### config.mk
export PLATFORM = sky130hd
export DESIGN_NAME = rds_group_encoder_top
export DESIGN_NICKNAME = d
export VERILOG_FILES = /design/src/hdl/rdsge_pkg.sv /design/src/hdl/rdsge_front.sv /design/src/hdl/rdsge_queue.sv /design/src/hdl/rdsge_back.sv /design/src/hdl/rds_group_encoder_top.sv
export SDC_FILE = /design/constraint.sdc
export NUM_CORES = 1
export LEC_CHECK = 0
export BUFFER_PORTS_ARGS = -buffer_cell sky130_fd_sc_hd__buf_2
export CAP_MARGIN = 20
export CORE_MARGIN = 2
export CORE_UTILIZATION = 40
export CTS_BUF_LIST = sky130_fd_sc_hd__clkbuf_4
export DETAILED_ROUTE_END_ITERATION = 10
export GPL_ROUTABILITY_DRIVEN = 1
export PLACE_DENSITY_LB_ADDON = 0.12
export SLEW_MARGIN = 40
export SYNTH_ARGS = -nofsm -noshare
export SYNTH_HDL_FRONTEND = slang
export SYNTH_SLANG_ARGS = --single-unit
### constraint.sdc
create_clock -name clk -period 3.35 [get_ports clk]
set_input_delay 0.1675 -clock clk [delete_from_list [all_inputs] [get_ports clk]]
set_output_delay 0.1675 -clock clk [all_outputs]
set_load 0.03 [all_outputs]
### src/hdl/rdsge_pkg.sv
// ----------------------------------------------------------------------------
// rdsge_pkg - shared types, constants and checkword logic
// Register map, group layouts, block offsets and the CRC-10 column table used
// by the front end, the group queue and the block generator.
// ----------------------------------------------------------------------------
package rdsge_pkg;

  // Configuration register map (byte address = 4 * index)
  localparam int unsigned CFG_ADDR_W = 5;
  localparam logic [2:0] REG_GROUP_TYPE    = 3'd0;
  localparam logic [2:0] REG_PROGRAM_ID    = 3'd1;
  localparam logic [2:0] REG_PROGRAM_TYPE  = 3'd2;
  localparam logic [2:0] REG_TRAFFIC_PROG  = 3'd3;
  localparam logic [2:0] REG_TRAFFIC_ANN   = 3'd4;
  localparam logic [2:0] REG_MUSIC_SPEECH  = 3'd5;
  localparam logic [2:0] REG_TEXT_AB       = 3'd6;
  localparam logic [2:0] REG_ALT_FREQ      = 3'd7;

  // Group type select
  localparam logic GROUP_0A = 1'b0;
  localparam logic GROUP_2A = 1'b1;

  // Group codes in block B bits 15..12
  localparam logic [3:0] GCODE_0 = 4'd0;
  localparam logic [3:0] GCODE_2 = 4'd2;

  // Block position in the group
  typedef enum logic [1:0] {
    BLK_A = 2'd0,
    BLK_B = 2'd1,
    BLK_C = 2'd2,
    BLK_D = 2'd3
  } block_idx_t;

  // Offset words per block
  localparam logic [9:0] OFFSET_A = 10'h0FC;
  localparam logic [9:0] OFFSET_B = 10'h198;
  localparam logic [9:0] OFFSET_C = 10'h168;
  localparam logic [9:0] OFFSET_D = 10'h1B4;

  // x^(i+10) mod g(x), g = x^10+x^8+x^7+x^5+x^4+x^3+1, for info bit i
  localparam logic [9:0] CRC_COL [16] = '{
    10'h1B9, 10'h372, 10'h35D, 10'h303, 10'h3BF, 10'h2C7, 10'h037, 10'h06E,
    10'h0DC, 10'h1B8, 10'h370, 10'h359, 10'h30B, 10'h3AF, 10'h2E7, 10'h077
  };

  // Configuration register file contents
  typedef struct packed {
    logic        group_type;
    logic [15:0] program_id;
    logic [4:0]  program_type;
    logic        traffic_program;
    logic        traffic_announce;
    logic        music_speech;
    logic        text_ab_flag;
    logic [15:0] alt_freq_codes;
  } cfg_t;

  // Information words of blocks B, C and D of one group
  typedef struct packed {
    logic [15:0] info_b;
    logic [15:0] info_c;
    logic [15:0] info_d;
  } group_t;

  // CRC-10 remainder of info * x^10, as a sum of constant columns
  function automatic logic [9:0] crc10(input logic [15:0] info);
    logic [9:0] acc;
    acc = '0;
    for (int i = 0; i < 16; i++) begin
      if (info[i]) acc = acc ^ CRC_COL[i];
    end
    return acc;
  endfunction

endpackage

### src/hdl/rdsge_front.sv
// ----------------------------------------------------------------------------
// rdsge_front - group intake
// Accepts one group's text per beat, keeps the segment counter and builds
// the information words of blocks B, C and D for the group queue.
// ----------------------------------------------------------------------------
module rdsge_front (
  input  logic                  clk,
  input  logic                  rst,
  input  logic                  s_tvalid,
  output logic                  s_tready,
  input  logic [31:0]           s_tdata,   // char_a, char_b, char_c, char_d
  input  logic [0:0]            s_tuser,   // restart
  input  rdsge_pkg::cfg_t       cfg,
  input  logic                  q_full,
  output logic                  q_push,
  output rdsge_pkg::group_t     q_group
);
  import rdsge_pkg::*;

  logic [3:0] segment;
  logic [3:0] seg_used;
  logic [7:0] char_a, char_b, char_c, char_d;
  logic       restart;

  assign char_a  = s_tdata[7:0];
  assign char_b  = s_tdata[15:8];
  assign char_c  = s_tdata[23:16];
  assign char_d  = s_tdata[31:24];
  assign restart = s_tuser[0];

  assign s_tready = ~q_full;
  assign q_push   = s_tvalid & ~q_full;

  // restart clears the address for this group already
  assign seg_used = restart ? 4'd0 : segment;

  // build block words for the selected group type
  always_comb begin
    if (cfg.group_type == GROUP_0A) begin
      q_group.info_b = {GCODE_0, 1'b0, cfg.traffic_program, cfg.program_type,
                        cfg.traffic_announce, cfg.music_speech, 1'b0, seg_used[1:0]};
      q_group.info_c = cfg.alt_freq_codes;
      q_group.info_d = {char_a, char_b};
    end else begin
      q_group.info_b = {GCODE_2, 1'b0, cfg.traffic_program, cfg.program_type,
                        cfg.text_ab_flag, seg_used};
      q_group.info_c = {char_a, char_b};
      q_group.info_d = {char_c, char_d};
    end
  end

  // segment counter, wraps at 16
  always_ff @(posedge clk) begin
    if (rst) begin
      segment <= 4'd0;
    end else if (q_push) begin
      segment <= seg_used + 4'd1;
    end
  end

endmodule

### src/hdl/rdsge_queue.sv
// ----------------------------------------------------------------------------
// rdsge_queue - two-entry group queue
// Decouples group intake from block output so each side stalls on its own.
// ----------------------------------------------------------------------------
module rdsge_queue (
  input  logic                  clk,
  input  logic                  rst,
  input  logic                  push,
  input  rdsge_pkg::group_t     push_group,
  input  logic                  pop,
  output logic                  full,
  output logic                  head_valid,
  output rdsge_pkg::group_t     head_group
);
  import rdsge_pkg::*;

  group_t     entry [2];
  logic       wr_ptr;
  logic       rd_ptr;
  logic [1:0] count;

  assign full       = (count == 2'd2);
  assign head_valid = (count != 2'd0);
  assign head_group = entry[rd_ptr];

  // pointers and fill level
  always_ff @(posedge clk) begin
    if (rst) begin
      wr_ptr <= 1'b0;
      rd_ptr <= 1'b0;
      count  <= 2'd0;
    end else begin
      if (push) wr_ptr <= ~wr_ptr;
      if (pop)  rd_ptr <= ~rd_ptr;
      case ({push, pop})
        2'b10:   count <= count + 2'd1;
        2'b01:   count <= count - 2'd1;
        default: count <= count;
      endcase
    end
  end

  // storage
  always_ff @(posedge clk) begin
    if (push) entry[wr_ptr] <= push_group;
  end

endmodule

### src/hdl/rdsge_back.sv
// ----------------------------------------------------------------------------
// rdsge_back - block generator
// Emits the four blocks of the queue head, one per beat, each with its
// checkword, through a registered output stage.
// ----------------------------------------------------------------------------
module rdsge_back (
  input  logic                  clk,
  input  logic                  rst,
  input  rdsge_pkg::cfg_t       cfg,
  input  logic                  head_valid,
  input  rdsge_pkg::group_t     head_group,
  output logic                  pop,
  output logic                  m_tvalid,
  input  logic                  m_tready,
  output logic [31:0]           m_tdata,   // info_word, check_word, zero pad
  output logic [1:0]            m_tuser,   // block_index
  output logic                  m_tlast    // last_block
);
  import rdsge_pkg::*;

  block_idx_t blk;
  logic       load;
  logic [15:0] info_sel;
  logic [9:0]  offset_sel;
  logic [15:0] info_word;
  logic [9:0]  check_word;
  block_idx_t  out_idx;

  assign load = head_valid & (~m_tvalid | m_tready);
  assign pop  = load & (blk == BLK_D);

  // word and offset of the current block
  always_comb begin
    case (blk)
      BLK_A:   begin info_sel = cfg.program_id;     offset_sel = OFFSET_A; end
      BLK_B:   begin info_sel = head_group.info_b;  offset_sel = OFFSET_B; end
      BLK_C:   begin info_sel = head_group.info_c;  offset_sel = OFFSET_C; end
      BLK_D:   begin info_sel = head_group.info_d;  offset_sel = OFFSET_D; end
      default: begin info_sel = cfg.program_id;     offset_sel = OFFSET_A; end
    endcase
  end

  // block counter and output valid
  always_ff @(posedge clk) begin
    if (rst) begin
      blk      <= BLK_A;
      m_tvalid <= 1'b0;
    end else if (load) begin
      blk      <= block_idx_t'(blk + 2'd1);
      m_tvalid <= 1'b1;
    end else if (m_tready) begin
      m_tvalid <= 1'b0;
    end
  end

  // output payload
  always_ff @(posedge clk) begin
    if (load) begin
      info_word  <= info_sel;
      check_word <= crc10(info_sel) ^ offset_sel;
      out_idx    <= blk;
    end
  end

  assign m_tdata = {6'd0, check_word, info_word};
  assign m_tuser = out_idx;
  assign m_tlast = (out_idx == BLK_D);

endmodule

### src/hdl/rds_group_encoder_top.sv
// ----------------------------------------------------------------------------
// rds_group_encoder_top - RDS group encoder, groups 0A and 2A
// Turns one group's text per input beat into blocks A..D with checkwords.
//
//   channel  dir  handshake                     content
//   s_*      in   s_tvalid / s_tready           group text, restart flag
//   m_*      out  m_tvalid / m_tready           one block per beat, tlast on D
//   APB      in   psel, penable, pwrite, pready configuration registers
//
// The block generator sends one block per cycle from its output register
// while a group is queued and the receiver does not stall. A two-entry queue
// holds accepted groups, so intake runs ahead while the output stalls. An
// accepted group is written into the queue, and block A then loads into the
// output register. Synchronous reset clears the registers, the segment counter,
// the queue and the output valid.
module rds_group_encoder_top (
  input  logic                            clk,
  input  logic                            rst,
  // group input
  input  logic                            s_tvalid,
  output logic                            s_tready,
  input  logic [31:0]                     s_tdata,  // char_a, char_b, char_c, char_d
  input  logic [0:0]                      s_tuser,  // restart
  // block output
  output logic                            m_tvalid,
  input  logic                            m_tready,
  output logic [31:0]                     m_tdata,  // info_word, check_word, zero pad
  output logic [1:0]                      m_tuser,  // block_index
  output logic                            m_tlast,  // last_block
  // configuration
  input  logic                            psel,
  input  logic                            penable,
  input  logic                            pwrite,
  input  logic [rdsge_pkg::CFG_ADDR_W-1:0] paddr,
  input  logic [31:0]                     pwdata,
  output logic [31:0]                     prdata,
  output logic                            pready
);
  import rdsge_pkg::*;

  cfg_t       cfg;
  logic       cfg_wr;
  logic [2:0] reg_idx;
  logic       q_full;
  logic       q_push;
  group_t     q_group;
  logic       q_pop;
  logic       head_valid;
  group_t     head_group;

  assign pready  = 1'b1;
  assign cfg_wr  = psel & penable & pwrite & pready;
  assign reg_idx = paddr[4:2];

  // register writes
  always_ff @(posedge clk) begin
    if (rst) begin
      cfg <= '0;
    end else if (cfg_wr) begin
      case (reg_idx)
        REG_GROUP_TYPE:   cfg.group_type       <= pwdata[0];
        REG_PROGRAM_ID:   cfg.program_id       <= pwdata[15:0];
        REG_PROGRAM_TYPE: cfg.program_type     <= pwdata[4:0];
        REG_TRAFFIC_PROG: cfg.traffic_program  <= pwdata[0];
        REG_TRAFFIC_ANN:  cfg.traffic_announce <= pwdata[0];
        REG_MUSIC_SPEECH: cfg.music_speech     <= pwdata[0];
        REG_TEXT_AB:      cfg.text_ab_flag     <= pwdata[0];
        REG_ALT_FREQ:     cfg.alt_freq_codes   <= pwdata[15:0];
        default:          cfg                  <= cfg;
      endcase
    end
  end

  // register readback
  always_comb begin
    case (reg_idx)
      REG_GROUP_TYPE:   prdata = {31'd0, cfg.group_type};
      REG_PROGRAM_ID:   prdata = {16'd0, cfg.program_id};
      REG_PROGRAM_TYPE: prdata = {27'd0, cfg.program_type};
      REG_TRAFFIC_PROG: prdata = {31'd0, cfg.traffic_program};
      REG_TRAFFIC_ANN:  prdata = {31'd0, cfg.traffic_announce};
      REG_MUSIC_SPEECH: prdata = {31'd0, cfg.music_speech};
      REG_TEXT_AB:      prdata = {31'd0, cfg.text_ab_flag};
      REG_ALT_FREQ:     prdata = {16'd0, cfg.alt_freq_codes};
      default:          prdata = 32'd0;
    endcase
  end

  rdsge_front u_front (
    .clk      (clk),
    .rst      (rst),
    .s_tvalid (s_tvalid),
    .s_tready (s_tready),
    .s_tdata  (s_tdata),
    .s_tuser  (s_tuser),
    .cfg      (cfg),
    .q_full   (q_full),
    .q_push   (q_push),
    .q_group  (q_group)
  );

  rdsge_queue u_queue (
    .clk        (clk),
    .rst        (rst),
    .push       (q_push),
    .push_group (q_group),
    .pop        (q_pop),
    .full       (q_full),
    .head_valid (head_valid),
    .head_group (head_group)
  );

  rdsge_back u_back (
    .clk        (clk),
    .rst        (rst),
    .cfg        (cfg),
    .head_valid (head_valid),
    .head_group (head_group),
    .pop        (q_pop),
    .m_tvalid   (m_tvalid),
    .m_tready   (m_tready),
    .m_tdata    (m_tdata),
    .m_tuser    (m_tuser),
    .m_tlast    (m_tlast)
  );

endmodule

==> flow_summary.json <==
{
  "synth_commonest_cells": "116 x edfxtp_1, 75 x nand2_1, 71 x mux2_2",
  "cts-root-to-sink-buffers": 2,
  "grt_max_degree": 55,
  "whs_path_depth": 2,
  "tritoncts": "yes",
  "clock_insertion_delay_worst_skew_ps": 550,
  "drt_antenna_net_count": 0,
  "critical_path_required_ps": 3680,
  "netlist_area_um2": 7933,
  "cts_htree_levels": 4,
  "hold_path.startpoint": "rst",
  "reg2reg_setup_slack_ps": 290,
  "count_of_mapped_cells_out_of_synthesis": 628,
  "regToRegEndpoint": "u_back.check_word[3]",
  "timing.critical_path.slowest_cell_delay_ps": 660,
  "setup_total_negative_slack_ps": 0,
  "final.period_utilization_pct": 91.35,
  "post_synth_num_cell_types": 45,
  "finish.net_count": 893,
  "clk_root_buffer_cell": "clkbuf_4",
  "synth.most_common_cell": "edfxtp_1",
  "synth.yosys.seq_area_share_pct": 57.54,
  "instances_no_fill": 1086,
  "die-width_um": 144.8,
  "worstSetupEndpointType": "register",
  "place_congestion": 0.8187,
  "die-height_um": 144.8,
  "synth.avg_cell_area_um2": 12.63,
  "rsz0062_at_grt": "no",
  "dp_hpwl_mm": 12.93,
  "maxCapViolCount": 0,
  "die_area_um2": 20970,
  "detailedRoute.firstIterationViolations": 359,
  "holdPathEnd": "u_front.segment[2]",
  "synth_async_sr_flop_share_pct": 0,
  "worst-r2r-cell-count": 7,
  "synth_top_cell_by_area": "edfxtp_1",
  "critical_path_source_type": "register",
  "critical_path_arrival_ps": 3390,
  "skew_ps": 18.22,
  "min_period_ps": 3060,
  "report.final.hold_viol_count": 0,
  "post-place-cells": 988,
  "clk_transition_reported_paths_ps": 140,
  "ys_ff_latch": 170,
  "top_signal_layer_used": "met4",
  "initial_antenna_violation_count": 1,
  "detailroute.via_count": 5316,
  "run_status": "finished clean",
  "synth-edff-count": 116,
  "drt-vias-per-instance": 4.895,
  "area_growth_pct": 23.28,
  "route.detailed.drc": 0,
  "holdCritPathClass": "in2reg",
  "vias_in_the_first_global_route": 5237,
  "finalSetupViolations": 0,
  "met3_wirelength_from_detailed_routing_um": 885,
  "floorplan.rows": 51,
  "timing.final.max_slew_violations": 0,
  "power_leakage_uw": 0.003705,
  "initial_utilization_pct": 40.76,
  "io_pins": 147,
  "cp_cell_sequence": "inv_1, ha_1, a222oi_1, mux2i_2, xnor3_2, xnor3_1, xnor2_1",
  "routed_wire_length_per_instance_um": 17.56,
  "drt_pre_antenna_iters": 5,
  "global_route.overflow_total": 0,
  "regToRegStartpoint": "u_back.blk[1]",
  "cts_sinks": 170,
  "detailroute.wirelength.met2_mm": 9.051,
  "power.ir.vdd_worst_mv": 0.2515,
  "max_freq_ghz": 0.3268,
  "layout-drive-gt1-share_pct": 30.12,
  "floorplan.core_area_um2": 19460,
  "ys_dominant_reg_cell": "edfxtp_1",
  "filler_cell_count": 1715,
  "synth_area_leaders": "edfxtp_1 44%, dfxtp_1 14%, mux2_2 10%, nand2_1 3.5%, a21oi_1 3.0%",
  "timing.critical_path.slowest_stage_cell": "ha_1",
  "hold-worst-slack_ps": 91.92,
  "post_cts.repair.setup_buffers": 0,
  "yosys_warnings": 0,
  "route.final.wire_length_mm": 19.07,
  "wl_met1_mm": 8.672,
  "worstMarginPinSlew_ps": 769.3,
  "cts-buffers-inserted": 17,
  "final_util_pct": 50.25,
  "path_class": "reg2reg",
  "synth_top_area_share_pct": 43.91,
  "numPortBuffers": 105,
  "global_route_usage_over_all_layers_pct": 18.43,
  "worstPathMaxFanout": 15,
  "grt_first_pass_wirelength_mm": 28.37,
  "power-per-cell-area_nw_per_um2": 577.5,
  "slew_headroom_pct": 48.71
}
worst max-delay path: cells and delay by family, from the launching register on:
family,cells,cell delay [ps]
buffers and inverters,1,120
AOI/OAI and AO/OA,1,230
adders and majority gates,1,660
xor gates and xnor gates,3,1000
muxes,1,400
DFF,1,400
final cells by class:
type | instances | area [um^2] | area share [%]
inverter | 17 | 63.81 | 0.6525
antenna | 1 | 2.502 | 0.02559
tap | 265 | 331.6 | 3.390
clock inverter | 13 | 200.2 | 2.047
sequential | 170 | 4567 | 46.70
clock buffer | 19 | 142.6 | 1.459
timing repair buffer | 198 | 1426 | 14.59
multi-input combinational | 403 | 3045 | 31.14
routing by layer:
| metal | track usage, % | vias up |
|---|---|---|
| met4 | 7.869 | 0 |
| met1 | 24.11 | 2530 |
| met5 | 0 | - |
| met2 | 30.24 | 176 |
| met3 | 3.192 | 28 |
| li1 | - | 2582 |
through the flow:
stage	power (uW)	setup slack, ps	area, um^2
floorplan	3862	534.6	8014
global placement	4250	324.3	8781
detailed placement	4284	250.3	8783
CTS	5719	251.0	9777
global route	5901	62.88	9779
finish	5647	289.7	9779
registers in the layout, summed over array words and instances (netlist names), named ones only:
name and flops:
cfg 42, u_back.check_word 10, u_front.segment 4, u_queue.count 2, u_queue.entry 88, u_back.m_tuser 2
u_queue.rd_ptr 1, u_back.info_word 16, u_back.m_tvalid 1, u_back.blk 2, u_queue.wr_ptr 1
kinds of logic (layout without fill, tap and decap cells):
group	after synthesis	after routing	synth area share [%]
fa+ha+maj	9	9	1.420
flops	170	170	57.54
simple gates	132	132	7.224
buf+inv	76	247	5.173
mux	92	92	13.20
xor+xnor	43	43	6.688
other cells	2	24	0.09467
compound gates	104	104	8.660
worst max path at each step:
stage,startpoint,endpoint,slack [ps],cells after the start
floorplan,u_queue.count[0],u_queue.entry[0][0],530,5
global placement,u_back.blk[1],u_back.check_word[8],320,8
detailed placement,u_back.blk[1],u_back.check_word[8],250,8
CTS,u_back.blk[1],u_back.check_word[8],250,8
global route,u_back.blk[1],u_back.check_word[8],60,8
finish,u_back.blk[1],u_back.check_word[3],290,7
timing repair:
action                    CTS  global route
gates resized for setup     0             0
hold endpoints to repair  114             0
hold buffers               65             0
layout by cell type, fill, tap and decap left out, types with 9 or more instances in the layout:
| cell | count |
|---|---|
| a21oi_1 | 48 |
| a22oi_1 | 18 |
| buf_2 | 104 |
| buf_4 | 26 |
| clkbuf_4 | 19 |
| conb_1 | 23 |
| dfxtp_1 | 52 |
| dlygate4sd3_1 | 65 |
| edfxtp_1 | 116 |
| ha_1 | 9 |
| inv_1 | 17 |
| mux2_2 | 71 |
| mux2i_1 | 16 |
| nand2_1 | 75 |
| nor2_1 | 25 |
| nor2b_1 | 17 |
| xnor2_1 | 23 |
| xnor3_1 | 9 |
where the power goes:
group	internal, uW	leakage, uW	switching, uW	total (uW)
logic	792	0.00199	873	1670
registers	2550	0.00154	59.5	2610
clock network	679	0.000179	694	1370
total	4020	0.00371	1630	5650
No activity file was read; power rests on OpenSTA's default activity.
